`src/rtl/rrab_pkg.sv`:
```
// rounded rectangle alpha blend: shared types, register codes and constants
// used by every module of the block but the queue; depends on nothing
`default_nettype none

package rrab_pkg;

  typedef struct packed {
    logic [7:0] old_red;
    logic [7:0] old_green;
    logic [7:0] old_blue;
  } pixel_t;

  typedef struct packed {
    logic [7:0] new_red;
    logic [7:0] new_green;
    logic [7:0] new_blue;
    logic       last_pixel;
  } blend_t;

  // control from the register block to the front end
  typedef struct packed {
    logic size_write;
    logic busy;
  } cfg_ctrl_t;

  localparam int CFG_INDEX_W = 3;
  localparam int CFG_DATA_W  = 24;
  localparam int SIDE_REG_W  = 13;
  localparam int PERMYRIAD_W = 14;

  localparam logic [CFG_INDEX_W-1:0] REG_RECT_WIDTH       = 3'd0;
  localparam logic [CFG_INDEX_W-1:0] REG_RECT_HEIGHT      = 3'd1;
  localparam logic [CFG_INDEX_W-1:0] REG_RADIUS_PERMYRIAD = 3'd2;
  localparam logic [CFG_INDEX_W-1:0] REG_ALPHA_LEVEL      = 3'd3;
  localparam logic [CFG_INDEX_W-1:0] REG_FILL_COLOR       = 3'd4;

  localparam logic [SIDE_REG_W-1:0]  RESET_RECT_WIDTH  = 13'd1;
  localparam logic [SIDE_REG_W-1:0]  RESET_RECT_HEIGHT = 13'd1;
  localparam logic [PERMYRIAD_W-1:0] RESET_PERMYRIAD   = 14'd0;
  localparam logic [7:0]             RESET_ALPHA       = 8'd255;
  localparam logic [23:0]            RESET_FILL        = 24'd0;

  localparam logic [7:0] ALPHA_MAX = 8'd255;

  // round to nearest before dividing by 10000
  localparam int ROUND_BIAS = 5000;
  // floor(x / 10000) == (x * RECIP) >> RECIP_SHIFT for every x below 2**30
  localparam int              RECIP_W     = 31;
  localparam logic [30:0]     RECIP       = 31'd1759218605;
  localparam int              RECIP_SHIFT = 44;

  // cycles the radius chain needs after a register write
  localparam int         SETTLE_W      = 3;
  localparam logic [2:0] SETTLE_CYCLES = 3'd4;

endpackage

`default_nettype wire

```
`src/rtl/rrab_cfg.sv`:
```
// register block and corner radius chain: holds the configuration registers,
// derives the used sides, radius and radius squared; uses rrab_pkg
`default_nettype none

module rrab_cfg #(
  parameter int MAX_SIDE = 4096
) (
  input  wire logic                             clk,
  input  wire logic                             rst,
  input  wire logic                             cfg_valid,
  output      logic                             cfg_ready,
  input  wire logic [rrab_pkg::CFG_INDEX_W-1:0] cfg_index,
  input  wire logic [rrab_pkg::CFG_DATA_W-1:0]  cfg_data,
  output      rrab_pkg::cfg_ctrl_t              ctrl,
  output      logic [$clog2(MAX_SIDE+1)-1:0]    w_used,
  output      logic [$clog2(MAX_SIDE+1)-1:0]    h_used,
  output      logic [$clog2(MAX_SIDE/2+1)-1:0]  radius,
  output      logic [2*$clog2(MAX_SIDE/2+1)-1:0] rsq,
  output      logic [7:0]                       alpha,
  output      logic [23:0]                      fill
);

  localparam int SW = $clog2(MAX_SIDE + 1);
  localparam int RW = $clog2(MAX_SIDE / 2 + 1);
  localparam int PW = rrab_pkg::PERMYRIAD_W + SW;
  localparam int MW = PW + rrab_pkg::RECIP_W;
  localparam int QW = MW - rrab_pkg::RECIP_SHIFT;

  logic [rrab_pkg::SIDE_REG_W-1:0]  width_reg;
  logic [rrab_pkg::SIDE_REG_W-1:0]  height_reg;
  logic [rrab_pkg::PERMYRIAD_W-1:0] permyriad;
  logic [rrab_pkg::SETTLE_W-1:0]    settle;

  logic [SW-1:0] w_comb;
  logic [SW-1:0] h_comb;
  logic [SW-1:0] m_comb;
  logic [SW-1:0] m_q;
  logic [SW-1:0] m2_q;
  logic [PW-1:0] prod_q;
  logic [MW-1:0] scaled_q;
  logic [QW-1:0] quot;
  logic [RW-1:0] half;
  logic [RW-1:0] radius_next;

  function automatic logic [SW-1:0] side_used(input logic [rrab_pkg::SIDE_REG_W-1:0] v);
    if (v == '0) begin
      side_used = SW'(1);
    end else if (int'(v) > MAX_SIDE) begin
      side_used = SW'(MAX_SIDE);
    end else begin
      side_used = SW'(v);
    end
  endfunction

  assign cfg_ready = 1'b1;

  always_ff @(posedge clk) begin
    if (rst) begin
      width_reg  <= rrab_pkg::RESET_RECT_WIDTH;
      height_reg <= rrab_pkg::RESET_RECT_HEIGHT;
      permyriad  <= rrab_pkg::RESET_PERMYRIAD;
      alpha      <= rrab_pkg::RESET_ALPHA;
      fill       <= rrab_pkg::RESET_FILL;
      settle     <= rrab_pkg::SETTLE_CYCLES;
    end else begin
      if (cfg_valid) begin
        settle <= rrab_pkg::SETTLE_CYCLES;
        unique case (cfg_index)
          rrab_pkg::REG_RECT_WIDTH:       width_reg  <= cfg_data[rrab_pkg::SIDE_REG_W-1:0];
          rrab_pkg::REG_RECT_HEIGHT:      height_reg <= cfg_data[rrab_pkg::SIDE_REG_W-1:0];
          rrab_pkg::REG_RADIUS_PERMYRIAD: permyriad  <= cfg_data[rrab_pkg::PERMYRIAD_W-1:0];
          rrab_pkg::REG_ALPHA_LEVEL:      alpha      <= cfg_data[7:0];
          rrab_pkg::REG_FILL_COLOR:       fill       <= cfg_data[23:0];
          default: ;
        endcase
      end else if (settle != '0) begin
        settle <= settle - rrab_pkg::SETTLE_W'(1);
      end
    end
  end

  always_comb begin
    ctrl.size_write = cfg_valid && ((cfg_index == rrab_pkg::REG_RECT_WIDTH) ||
                                    (cfg_index == rrab_pkg::REG_RECT_HEIGHT));
    ctrl.busy       = (settle != '0);
  end

  assign w_comb = side_used(width_reg);
  assign h_comb = side_used(height_reg);
  assign m_comb = (w_comb < h_comb) ? w_comb : h_comb;

  // constant division by 10000 through a reciprocal, then clamp to half the side
  assign quot        = scaled_q[MW-1:rrab_pkg::RECIP_SHIFT];
  assign half        = RW'(m2_q >> 1);
  assign radius_next = (quot > QW'(half)) ? half : RW'(quot);

  always_ff @(posedge clk) begin
    w_used   <= w_comb;
    h_used   <= h_comb;
    m_q      <= m_comb;
    prod_q   <= PW'(permyriad) * PW'(m_comb) + PW'(rrab_pkg::ROUND_BIAS);
    m2_q     <= m_q;
    scaled_q <= MW'(prod_q) * MW'(rrab_pkg::RECIP);
    radius   <= radius_next;
    rsq      <= (2*RW)'(radius) * (2*RW)'(radius);
  end

endmodule

`default_nettype wire

```
`src/rtl/rrab_front.sv`:
```
// front end: accepts pixels, keeps the raster position and classifies each
// pixel against the corners before queueing it; uses rrab_pkg
`default_nettype none

module rrab_front #(
  parameter int MAX_SIDE = 4096
) (
  input  wire logic                            clk,
  input  wire logic                            rst,
  input  wire rrab_pkg::cfg_ctrl_t             ctrl,
  input  wire logic [$clog2(MAX_SIDE+1)-1:0]   w_used,
  input  wire logic [$clog2(MAX_SIDE+1)-1:0]   h_used,
  input  wire logic [$clog2(MAX_SIDE/2+1)-1:0] radius,
  input  wire logic                            pixel_valid,
  output      logic                            pixel_stall,
  input  wire rrab_pkg::pixel_t                pixel,
  input  wire logic                            q_full,
  output      logic                            q_push,
  output      rrab_pkg::pixel_t                q_pixel,
  output      logic [$clog2(MAX_SIDE/2+1)-1:0] q_dx,
  output      logic [$clog2(MAX_SIDE/2+1)-1:0] q_dy,
  output      logic                            q_corner,
  output      logic                            q_last
);

  localparam int SW = $clog2(MAX_SIDE + 1);
  localparam int RW = $clog2(MAX_SIDE / 2 + 1);
  localparam int CW = $clog2(MAX_SIDE);

  logic [CW-1:0] col;
  logic [CW-1:0] row;
  logic [SW-1:0] col_x;
  logic [SW-1:0] row_x;
  logic [SW-1:0] rad_x;
  logic [SW-1:0] dx_x;
  logic [SW-1:0] dy_x;
  logic          left;
  logic          right;
  logic          top;
  logic          bottom;
  logic          col_end;
  logic          row_end;

  assign col_x = SW'(col);
  assign row_x = SW'(row);
  assign rad_x = SW'(radius);

  assign left   = col_x < rad_x;
  assign right  = col_x >= (w_used - rad_x);
  assign top    = row_x < rad_x;
  assign bottom = row_x >= (h_used - rad_x);

  // offsets from the corner centers, lopsided as the fill routine has them
  assign dx_x = left ? (rad_x - SW'(1) - col_x) : (col_x - (w_used - rad_x));
  assign dy_x = top  ? (rad_x - SW'(1) - row_x) : (row_x - (h_used - rad_x));

  assign col_end = (col_x == (w_used - SW'(1)));
  assign row_end = (row_x == (h_used - SW'(1)));

  assign pixel_stall = q_full || ctrl.busy;
  assign q_push      = pixel_valid && !pixel_stall;
  assign q_pixel     = pixel;
  assign q_dx        = RW'(dx_x);
  assign q_dy        = RW'(dy_x);
  assign q_corner    = (radius != '0) && (left || right) && (top || bottom);
  assign q_last      = col_end && row_end;

  always_ff @(posedge clk) begin
    if (rst) begin
      col <= '0;
      row <= '0;
    end else if (ctrl.size_write) begin
      col <= '0;
      row <= '0;
    end else if (q_push) begin
      if (col_end) begin
        col <= '0;
        row <= row_end ? '0 : (row + CW'(1));
      end else begin
        col <= col + CW'(1);
      end
    end
  end

endmodule

`default_nettype wire

```
`src/rtl/rrab_fifo.sv`:
```
// small flop queue between the front and back ends, head entry read
// combinationally; standalone, no package needed
`default_nettype none

module rrab_fifo #(
  parameter int WIDTH = 8,
  parameter int DEPTH = 4
) (
  input  wire logic             clk,
  input  wire logic             rst,
  input  wire logic             push,
  input  wire logic [WIDTH-1:0] wdata,
  input  wire logic             pop,
  output      logic [WIDTH-1:0] rdata,
  output      logic             full,
  output      logic             empty
);

  localparam int AW = $clog2(DEPTH);

  logic [WIDTH-1:0] mem [DEPTH];
  logic [AW-1:0]    wr_ptr;
  logic [AW-1:0]    rd_ptr;
  logic [AW:0]      count;

  assign rdata = mem[rd_ptr];
  assign full  = (count == (AW+1)'(DEPTH));
  assign empty = (count == '0);

  always_ff @(posedge clk) begin
    if (push) begin
      mem[wr_ptr] <= wdata;
    end
  end

  always_ff @(posedge clk) begin
    if (rst) begin
      wr_ptr <= '0;
      rd_ptr <= '0;
      count  <= '0;
    end else begin
      if (push) begin
        wr_ptr <= (wr_ptr == AW'(DEPTH - 1)) ? '0 : (wr_ptr + AW'(1));
      end
      if (pop) begin
        rd_ptr <= (rd_ptr == AW'(DEPTH - 1)) ? '0 : (rd_ptr + AW'(1));
      end
      unique case ({push, pop})
        2'b10:   count <= count + (AW+1)'(1);
        2'b01:   count <= count - (AW+1)'(1);
        default: ;
      endcase
    end
  end

endmodule

`default_nettype wire

```
`src/rtl/rrab_back.sv`:
```
// back end: arc test and per-channel blend in two stages ending in the
// output register; uses rrab_pkg
`default_nettype none

module rrab_back #(
  parameter int MAX_SIDE = 4096
) (
  input  wire logic                              clk,
  input  wire logic                              rst,
  input  wire logic                              q_empty,
  output      logic                              q_pop,
  input  wire rrab_pkg::pixel_t                  q_pixel,
  input  wire logic [$clog2(MAX_SIDE/2+1)-1:0]   q_dx,
  input  wire logic [$clog2(MAX_SIDE/2+1)-1:0]   q_dy,
  input  wire logic                              q_corner,
  input  wire logic                              q_last,
  input  wire logic [7:0]                        alpha,
  input  wire logic [23:0]                       fill,
  input  wire logic [2*$clog2(MAX_SIDE/2+1)-1:0] rsq,
  output      logic                              blend_valid,
  input  wire logic                              blend_stall,
  output      rrab_pkg::blend_t                  blend
);

  localparam int RW = $clog2(MAX_SIDE / 2 + 1);
  localparam int DW = 2 * RW + 1;

  logic              en;
  logic              s1_valid;
  logic [2*RW-1:0]   s1_sqx;
  logic [2*RW-1:0]   s1_sqy;
  logic              s1_corner;
  logic              s1_last;
  rrab_pkg::pixel_t  s1_pixel;
  logic [15:0]       s1_mix_r;
  logic [15:0]       s1_mix_g;
  logic [15:0]       s1_mix_b;
  logic [DW-1:0]     dist_sq;
  logic              outside;
  rrab_pkg::blend_t  blend_next;

  function automatic logic [15:0] mix(input logic [7:0] f, input logic [7:0] o,
                                      input logic [7:0] a);
    mix = 16'(f) * 16'(a) + 16'(o) * 16'(rrab_pkg::ALPHA_MAX - a);
  endfunction

  // exact x / 255 for any x up to 255 * 255
  function automatic logic [7:0] div255(input logic [15:0] x);
    logic [15:0] t;
    t = x + 16'd1 + (x >> 8);
    div255 = t[15:8];
  endfunction

  assign en    = !(blend_valid && blend_stall);
  assign q_pop = en && !q_empty;

  assign dist_sq = DW'(s1_sqx) + DW'(s1_sqy);
  assign outside = s1_corner && (dist_sq > DW'(rsq));

  always_comb begin
    blend_next.new_red    = outside ? s1_pixel.old_red   : div255(s1_mix_r);
    blend_next.new_green  = outside ? s1_pixel.old_green : div255(s1_mix_g);
    blend_next.new_blue   = outside ? s1_pixel.old_blue  : div255(s1_mix_b);
    blend_next.last_pixel = s1_last;
  end

  always_ff @(posedge clk) begin
    if (rst) begin
      s1_valid    <= 1'b0;
      blend_valid <= 1'b0;
    end else if (en) begin
      s1_valid    <= q_pop;
      blend_valid <= s1_valid;
    end
  end

  always_ff @(posedge clk) begin
    if (en) begin
      s1_sqx    <= (2*RW)'(q_dx) * (2*RW)'(q_dx);
      s1_sqy    <= (2*RW)'(q_dy) * (2*RW)'(q_dy);
      s1_corner <= q_corner;
      s1_last   <= q_last;
      s1_pixel  <= q_pixel;
      s1_mix_r  <= mix(fill[23:16], q_pixel.old_red, alpha);
      s1_mix_g  <= mix(fill[15:8], q_pixel.old_green, alpha);
      s1_mix_b  <= mix(fill[7:0], q_pixel.old_blue, alpha);
      blend     <= blend_next;
    end
  end

endmodule

`default_nettype wire

```
`src/rtl/rounded_rect_alpha_blend.sv`:
```
// top level of the rounded rectangle alpha blend: register block, front end,
// queue and back end; uses rrab_pkg, rrab_cfg, rrab_front, rrab_fifo, rrab_back
//
//   channel  dir  handshake              payload
//   pixel    in   pixel_valid/stall      rrab_pkg::pixel_t, one background pixel
//   blend    out  blend_valid/stall      rrab_pkg::blend_t, one result pixel
//   cfg      in   cfg_valid/ready        cfg_index, cfg_data
//
// one pixel per clock sustained unless a side stalls or the radius chain
// settles; an accepted pixel passes the queue, the stage one registers and
// the output register, and the queue lets either side stall while the other
// goes on. after reset and after any register write the pixel input stalls
// while the radius chain (permyriad product, reciprocal multiply by 1/10000,
// clamp, square) settles. rst is synchronous and active high.
`default_nettype none

module rounded_rect_alpha_blend #(
  parameter int MAX_SIDE    = 4096,
  parameter int QUEUE_DEPTH = 4
) (
  input  wire logic                             clk,
  input  wire logic                             rst,
  input  wire logic                             pixel_valid,
  output      logic                             pixel_stall,
  input  wire rrab_pkg::pixel_t                 pixel,
  output      logic                             blend_valid,
  input  wire logic                             blend_stall,
  output      rrab_pkg::blend_t                 blend,
  input  wire logic                             cfg_valid,
  output      logic                             cfg_ready,
  input  wire logic [rrab_pkg::CFG_INDEX_W-1:0] cfg_index,
  input  wire logic [rrab_pkg::CFG_DATA_W-1:0]  cfg_data
);

  localparam int SW = $clog2(MAX_SIDE + 1);
  localparam int RW = $clog2(MAX_SIDE / 2 + 1);
  localparam int EW = $bits(rrab_pkg::pixel_t) + 2 * RW + 2;

  rrab_pkg::cfg_ctrl_t ctrl;
  logic [SW-1:0]       w_used;
  logic [SW-1:0]       h_used;
  logic [RW-1:0]       radius;
  logic [2*RW-1:0]     rsq;
  logic [7:0]          alpha;
  logic [23:0]         fill;

  logic                fifo_push;
  logic                fifo_pop;
  logic                fifo_full;
  logic                fifo_empty;
  logic [EW-1:0]       fifo_wdata;
  logic [EW-1:0]       fifo_rdata;

  rrab_pkg::pixel_t    f_pixel;
  logic [RW-1:0]       f_dx;
  logic [RW-1:0]       f_dy;
  logic                f_corner;
  logic                f_last;
  rrab_pkg::pixel_t    b_pixel;
  logic [RW-1:0]       b_dx;
  logic [RW-1:0]       b_dy;
  logic                b_corner;
  logic                b_last;

  rrab_cfg #(.MAX_SIDE(MAX_SIDE)) u_cfg (
    .clk       (clk),
    .rst       (rst),
    .cfg_valid (cfg_valid),
    .cfg_ready (cfg_ready),
    .cfg_index (cfg_index),
    .cfg_data  (cfg_data),
    .ctrl      (ctrl),
    .w_used    (w_used),
    .h_used    (h_used),
    .radius    (radius),
    .rsq       (rsq),
    .alpha     (alpha),
    .fill      (fill)
  );

  rrab_front #(.MAX_SIDE(MAX_SIDE)) u_front (
    .clk         (clk),
    .rst         (rst),
    .ctrl        (ctrl),
    .w_used      (w_used),
    .h_used      (h_used),
    .radius      (radius),
    .pixel_valid (pixel_valid),
    .pixel_stall (pixel_stall),
    .pixel       (pixel),
    .q_full      (fifo_full),
    .q_push      (fifo_push),
    .q_pixel     (f_pixel),
    .q_dx        (f_dx),
    .q_dy        (f_dy),
    .q_corner    (f_corner),
    .q_last      (f_last)
  );

  assign fifo_wdata = {f_pixel, f_dx, f_dy, f_corner, f_last};
  assign {b_pixel, b_dx, b_dy, b_corner, b_last} = fifo_rdata;

  rrab_fifo #(.WIDTH(EW), .DEPTH(QUEUE_DEPTH)) u_fifo (
    .clk   (clk),
    .rst   (rst),
    .push  (fifo_push),
    .wdata (fifo_wdata),
    .pop   (fifo_pop),
    .rdata (fifo_rdata),
    .full  (fifo_full),
    .empty (fifo_empty)
  );

  rrab_back #(.MAX_SIDE(MAX_SIDE)) u_back (
    .clk         (clk),
    .rst         (rst),
    .q_empty     (fifo_empty),
    .q_pop       (fifo_pop),
    .q_pixel     (b_pixel),
    .q_dx        (b_dx),
    .q_dy        (b_dy),
    .q_corner    (b_corner),
    .q_last      (b_last),
    .alpha       (alpha),
    .fill        (fill),
    .rsq         (rsq),
    .blend_valid (blend_valid),
    .blend_stall (blend_stall),
    .blend       (blend)
  );

`ifndef SYNTHESIS
  // the radius chain must settle before a pixel is taken after a write
  a_settle_after_cfg: assert property (@(posedge clk) disable iff (rst)
    (cfg_valid && cfg_ready) |=> !(pixel_valid && !pixel_stall))
    else $error("pixel accepted while radius chain settles");

  // queued transactions only leave through the back end
  a_queue_keeps: assert property (@(posedge clk) disable iff (rst)
    (!fifo_empty && !fifo_pop) |=> !fifo_empty)
    else $error("queue lost an entry");

  a_queue_fills: assert property (@(posedge clk) disable iff (rst)
    (fifo_push && fifo_empty) |=> !fifo_empty)
    else $error("queue dropped a push");
`endif

endmodule

`default_nettype wire
```
`config.mk`:
```
export PLATFORM = sky130hd
export DESIGN_NAME = rounded_rect_alpha_blend
export DESIGN_NICKNAME = d
export VERILOG_FILES = /design/src/rtl/rrab_pkg.sv /design/src/rtl/rrab_cfg.sv /design/src/rtl/rrab_front.sv /design/src/rtl/rrab_fifo.sv /design/src/rtl/rrab_back.sv /design/src/rtl/rounded_rect_alpha_blend.sv
export SDC_FILE = /design/constraint.sdc
export NUM_CORES = 2
export LEC_CHECK = 0
export BUFFER_PORTS_ARGS = -buffer_cell sky130_fd_sc_hd__clkbuf_2
export CORE_MARGIN = 5
export CORE_UTILIZATION = 60
export CTS_BUF_LIST = sky130_fd_sc_hd__clkbuf_8 sky130_fd_sc_hd__clkbuf_16
export DETAILED_ROUTE_END_ITERATION = 16
export PLACE_DENSITY_LB_ADDON = 0.1
export REMOVE_ABC_BUFFERS = 1
export SYNTH_ARGS = -nofsm -noshare
export SYNTH_HDL_FRONTEND = slang
export SYNTH_SLANG_ARGS = --single-unit
```
`constraint.sdc`:
```
create_clock -name clk -period 7.6 [get_ports clk]
set_clock_uncertainty 0.2 [all_clocks]
set_input_delay 1.14 -clock clk [delete_from_list [all_inputs] [get_ports clk]]
set_output_delay 1.14 -clock clk [all_outputs]
set_load 0.01 [all_outputs]
```
# == Yosys cells after proc, flatten, opt, wreduce, memory -nomap -nowiden ==
# Memory sizes are Yosys's and may differ from the RTL's. A register that Yosys moved wholly into a read port is not among the register bits.
# Cells that the tools add are included.
# word_totals
romBits,0
wordCells,145
ff_bits,428
input_bits,56
latch_bits,0
out_inout_bits,28
n_memories,1
mem_bits_rw,200
# classes
n_lt_le_gt_ge,9
add_sub_neg,28
shifts,0
mul,11
reduce_logical,30
muxes,20
div,0
bitwise_logic,0
eq_ne,11
# mem_list
name,depth,width,rd,rd_ports_with_merged_regs,wr,line,text
u_fifo.mem,4,50,1,1,1,rrab_fifo.sv:21,logic [WIDTH-1:0] mem [DEPTH];
# ops
op,n
multiplier 12 x 12 -> 24 bit,3
2-to-1 mux 13 bit,5
2-to-1 mux 12 bit,5
multiplier 27 x 31 -> 58 bit (second input constant),1
adder 16 x 1 -> 16 bit (second input constant),3
adder 16 bit,3
adder 16 x 8 -> 16 bit,3
multiplier 8 x 16 -> 16 bit,3
multiplier 8 x 8 -> 16 bit,3
subtractor 12 bit,4
adder 27 x 13 -> 27 bit (second input constant),1
multiplier 14 x 13 -> 27 bit,1
equality test 12 x 13 -> 1 bit,2
greater-or-equal comparator 12 x 13 -> 1 bit,2
greater-than comparator 13 bit (second input constant),2
logical NOT 13 bit,2
subtractor 13 x 1 -> 13 bit (second input constant),2
subtractor 13 x 12 -> 13 bit,2
adder 24 x 24 -> 25 bit,1
greater-than comparator 25 x 24 -> 1 bit,1
adder 12 x 1 -> 12 bit (second input constant),2
< comparator 12 bit,2
2-to-1 mux 8 bit,3
greater-than comparator 14 x 12 -> 1 bit,1
other kinds (23),52

# == Depth between registers and ports, before layout ==
# logic_depth
depth_word,7
mapped_depth,36
mapped_depth_nobuf,33

# == By module ==
# From an unflattened synthesis, not the netlist that was laid out.
# unflattened
cells_unflattened,7064
hier_area_um2,71922.7
# modules_own_cells
mod,n_inst,area_each_um2,seq_area_each_um2,cells_per_inst
rrab_cfg,1,30001.3,4023.9,3047
rrab_back,1,28224.6,4394.2,2914
rrab_fifo,1,7719.9,6185.9,310
rrab_front,1,5977.0,480.5,793

# == Worst setup path after synthesis ==
# No wires, ideal clock.
# synth_timing
path_type,reg-to-reg
startpoint,register u_cfg.height_reg[12] (netlist name)
endpoint,register u_cfg.prod_q[25]
period_less_slack_ns,7.925
slack_ns,-0.325
t_arrival_ns,7.607
setup_ns,0.118
stages_incl_launch_ff,37
cell_sequence,dfxtp_1 > inv_1 > clkbuf_1 > nand2_1 > ha_1 > maj3_1 > a21o_1 > a21oi_1 > o21a_1 > o41a_1 > a31oi_1 > buf_2 > mux2_2 > buf_2 > and2_1 > fa_1 > inv_1 > fa_1 > inv_1 > fa_1 > inv_1 > fa_1 > inv_1 > fa_1 > inv_1 > fa_1 > inv_1 > ha_1 > o21ai_1 > nand2b_1 > a21oi_1 > o31ai_1 > a21oi_1 > a211o_1 > o21ai_0 > a21oi_1 > xnor2_1
# synth_via
elab_chain_len,7
elab_cells_between_ends,8
# synth_lines
item,line,text
"start, declared",rrab_cfg.sv:30,logic [rrab_pkg::SIDE_REG_W-1:0] height_reg;
"start signal, assigned",rrab_cfg.sv:60,height_reg <= rrab_pkg::RESET_RECT_HEIGHT;
"start signal, assigned",rrab_cfg.sv:70,rrab_pkg::REG_RECT_HEIGHT: height_reg <= cfg_data[rrab_pkg::SIDE_REG_W-1:0];
greater-than comparator 13 bit,rrab_cfg.sv:48,end else if (int'(v) > MAX_SIDE) begin
2-to-1 mux 13 bit,rrab_cfg.sv:48,
2-to-1 mux 13 bit (*),rrab_cfg.sv:46,if (v == '0) begin
< comparator 13 bit,rrab_cfg.sv:90,assign m_comb = (w_comb < h_comb) ? w_comb : h_comb;
2-to-1 mux 13 bit (*),rrab_cfg.sv:90,
net u_cfg.m_comb[2],rrab_cfg.sv:36,logic [SW-1:0] m_comb;
multiplier 14 x 13 -> 27 bit (*),rrab_cfg.sv:101,prod_q <= PW'(permyriad) * PW'(m_comb) + PW'(rrab_pkg::ROUND_BIAS);
adder 27 x 13 -> 27 bit (*),rrab_cfg.sv:101,
"end signal, assigned",rrab_cfg.sv:101,
"end, declared",rrab_cfg.sv:39,logic [PW-1:0] prod_q;
# Mark *: on every way through the listed nets, which the timed path passes. The rest lies on a longest branch.
# A chain may end at the register's enable or synchronous reset.

# == Final worst setup path ==
# layout_timing
startpoint,register u_cfg.height_reg[12] (netlist name)
endpoint,register u_cfg.prod_q[25]
# layout_via
elab_chain_len,7
elab_cells_between_ends,8
# layout_lines
item,line
greater-than comparator 13 bit,rrab_cfg.sv:48
2-to-1 mux 13 bit,rrab_cfg.sv:48
2-to-1 mux 13 bit (*),rrab_cfg.sv:46
< comparator 13 bit,rrab_cfg.sv:90
2-to-1 mux 13 bit (*),rrab_cfg.sv:90
multiplier 14 x 13 -> 27 bit (*),rrab_cfg.sv:101
adder 27 x 13 -> 27 bit (*),rrab_cfg.sv:101
# Every way passes the cells marked *; elsewhere a longest branch is shown, timed or not.

==> impl_results.md <==
* Outcome: finished, final reports clean
* CP peak stage delay at 560 ps
* Synth Instances at 6994
* Max FFs per register at 200
* Crit path capture type: flip-flop
* Vias at 48238
* Row Count at 125
* Startpoint Class: flip-flop
* Final worst-path cycle share at 0.995
* Number of H-tree levels at 3
* Placer Congestion at 0.946
* Sequential area share after synthesis at 0.215
* Num Clock Sinks at 581
* Max Buffers Root-to-Sink at 3
* Later-pin clock latency in the skew report at 640 ps
* Unrepaired setup endpoints after global routing: true
* Total gr overflow at 0
* Top flop regs: u_fifo.mem (200), u_cfg.prod_q (27), u_back.blend (25)
* Initial antenna violation count at 3
* Cell Area, Placed at 0.0736 mm²
* # port buffers at 82
* Reg-to-reg startpoint: u_cfg.height_reg[12]$_SDFFE_PP0P_
* Area Growth Syn to Fin at 9.09%
* Area leader, netlist: fa_1
* Drt wl/cell at 19.3 µm
* Post-synthesis cell type count at 93
* Worst hold slack at 131 ps
* Critical path arrival at 7880 ps
* Die width at 352 µm
* Layout Nets at 9226
* Share of cells above drive strength 1 at 0.0903
* Mapped Area at 0.0701 mm²
* Hold path start: u_cfg.m_q[3]$_DFF_P_
* CP Max Fanout at 5
* Crit path from: u_cfg.height_reg[12]$_SDFFE_PP0P_
* Leading cell type by number of instances after synthesis: inv_1
* MaxCap Viol Count at 0
* Area of the multi-input gates at 0.0490 mm²
* DRT Wirelength at 170000 µm
* Max-Slew Margin vs Limit at 0.141
* Initial cell density of the core at 0.604
* I/O pin cnt at 84
* Slew @ Worst Pin at 1290 ps
* Max stage delay cell, worst path: fa_1
* Dpl hpwl at 140000 µm
* Antenna viol nets, final at 0
* #FFs+latches synth at 581
* CTS tree: done
* # hold bufs at CTS at 0
* Setup CP Type: reg -> reg
* Top FF cell, synth: edfxtp_1
* Post-synth EDFFs at 345
* Pins over their slew limit at 0
* Avg Synthesized Cell Area at 10.0 µm²
* Starting DRT DRC Count at 3256
* Max Clk Rate at 0.132 GHz
* CTS root buffer: clkbuf_16
* Hold Path Class: reg -> reg
* Synth warn at 0
* Worst endpoint required time at 7920 ps
* Fill count at 9393
* Final Hold Fails at 0
* Area of the core at 0.116 mm²
* Storage element area at 0.0151 mm²
* Fraction of registers with async set/reset at 0
* Design area at 0.0764 mm²
* CTS Buf Count at 70
* Worst-path clk slew at 60 ps
* Worst path most repeated cell: fa_1
* Via density at 5.47
* Largest Register: u_fifo.mem
* Yosys top cell area share at 0.294
* Vias in the first global route at 51449
* Endpoints failing setup at 0
* Setup TNS at 0 ps
* Largest net degree at the start of global routing at 72
* Largest cells by area after synthesis: fa_1 29%, ha_1 16%, edfxtp_1 15%, inv_1 8.0%, dfxtp_1 6.7%
* Final min period at 7560 ps
* Drt drc at 0
* First-pass GRT wire length at 276000 µm
* Total track usage at 0.285
* Post-synth top cells: 1500 x inv_1, 1029 x fa_1, 913 x ha_1
* First-pass DRT Iterations at 5
* Die ar. at 0.124 mm²
* Die height at 352 µm
==> per-stage QoR <==
step	utilization	cells	setup slack (ps)
2_1_floorplan	-	6821	-1350
3_3_place_gp	0.634	8665	-370
3_5_place_dp	0.634	8665	-466
4_1_cts	0.656	8801	2.04
5_1_grt	0.659	8810	-278
6_report	0.659	8811	35.7
==> worst paths after layout <==
path                               to  cells past startpoint  slack, ps
max          u_cfg.prod_q[25]$_DFF_P_                     33         40
min             u_cfg.m2_q[3]$_DFF_P_                      0        130
max reg2reg  u_cfg.prod_q[25]$_DFF_P_                     33         40
min reg2reg     u_cfg.m2_q[3]$_DFF_P_                      0        130
==> worst max-delay path, delay by kind of cell, from the launching register on <==
family                   cells  cell delay (ps)
AO/OA/AOI/OAI               13             2050
XOR/XNOR                     1              120
adder cells (fa/ha/maj)      8             3580
buffers and inverters        7              480
flip-flops                   1              360
multiplexers                 1              340
AND/OR/NAND/NOR              3              290
==> layout by cell type, fill, tap and decap left out, types with 16 or more instances in the layout <==
cell,synthesis,routed
o21ai_0,80,69
nand2b_1,90,89
mux2_2,70,61
o21bai_1,29,27
o21ai_1,50,57
nor2b_1,75,70
a21o_1,67,67
inv_1,1500,1505
and2_1,178,174
nand2_1,533,528
dfxtp_1,236,223
o21a_1,39,39
edfxtp_1,345,345
nor2_1,452,451
clkbuf_2,0,81
a21oi_1,245,237
a211oi_1,27,26
mux2_1,22,22
clkbuf_16,0,71
xnor2_1,226,226
mux2i_1,65,65
xor2_1,85,85
nand4_1,32,32
fa_1,1029,1027
nor3_1,68,68
and3_1,30,26
or2_2,38,38
buf_4,2,242
a31oi_1,17,16
ha_1,913,904
nand3_1,70,70
==> cells by family after synthesis <==
logic type / share of synthesized area
adders and majority gates: 0.457
buffers and inverters: 0.0906
and+or+nand+nor: 0.112
AOI/OAI and AO/OA: 0.0585
DFF: 0.215
xor gates and xnor gates: 0.0389
muxes: 0.0278
other: 0.000107
==> layer usage <==
metal	wire length [µm]	vias up	GRT usage
met2	81600	1218	0.480
met1	75300	24135	0.399
li1	-	22595	-
met5	0	-	0
met4	4700	0	0.0767
met3	8490	290	0.0303
==> what timing repair did <==
item | in CTS | in global routing
resized for setup | 32 | 58
pin swaps | 16 | 33
cloned | 1 | 0
setup buffers | 6 | 8
endpoints found under the setup margin | 11 | 15
==> layout make-up <==
class	count	area share
Clock buffer	81	0.0250
Timing Repair Buffer	334	0.0311
Antenna cell	2	0.0000655
Timing Repair inverter	1	0.0000982
Tap cell	1524	0.0249
Sequential cell	581	0.198
Clock inverter	48	0.00591
Inverter	1508	0.0741
Multi-Input combinational cell	4732	0.641
Power is not shown: default switching activity piles up to over one toggle a cycle in this logic, so the estimate is an artifact.
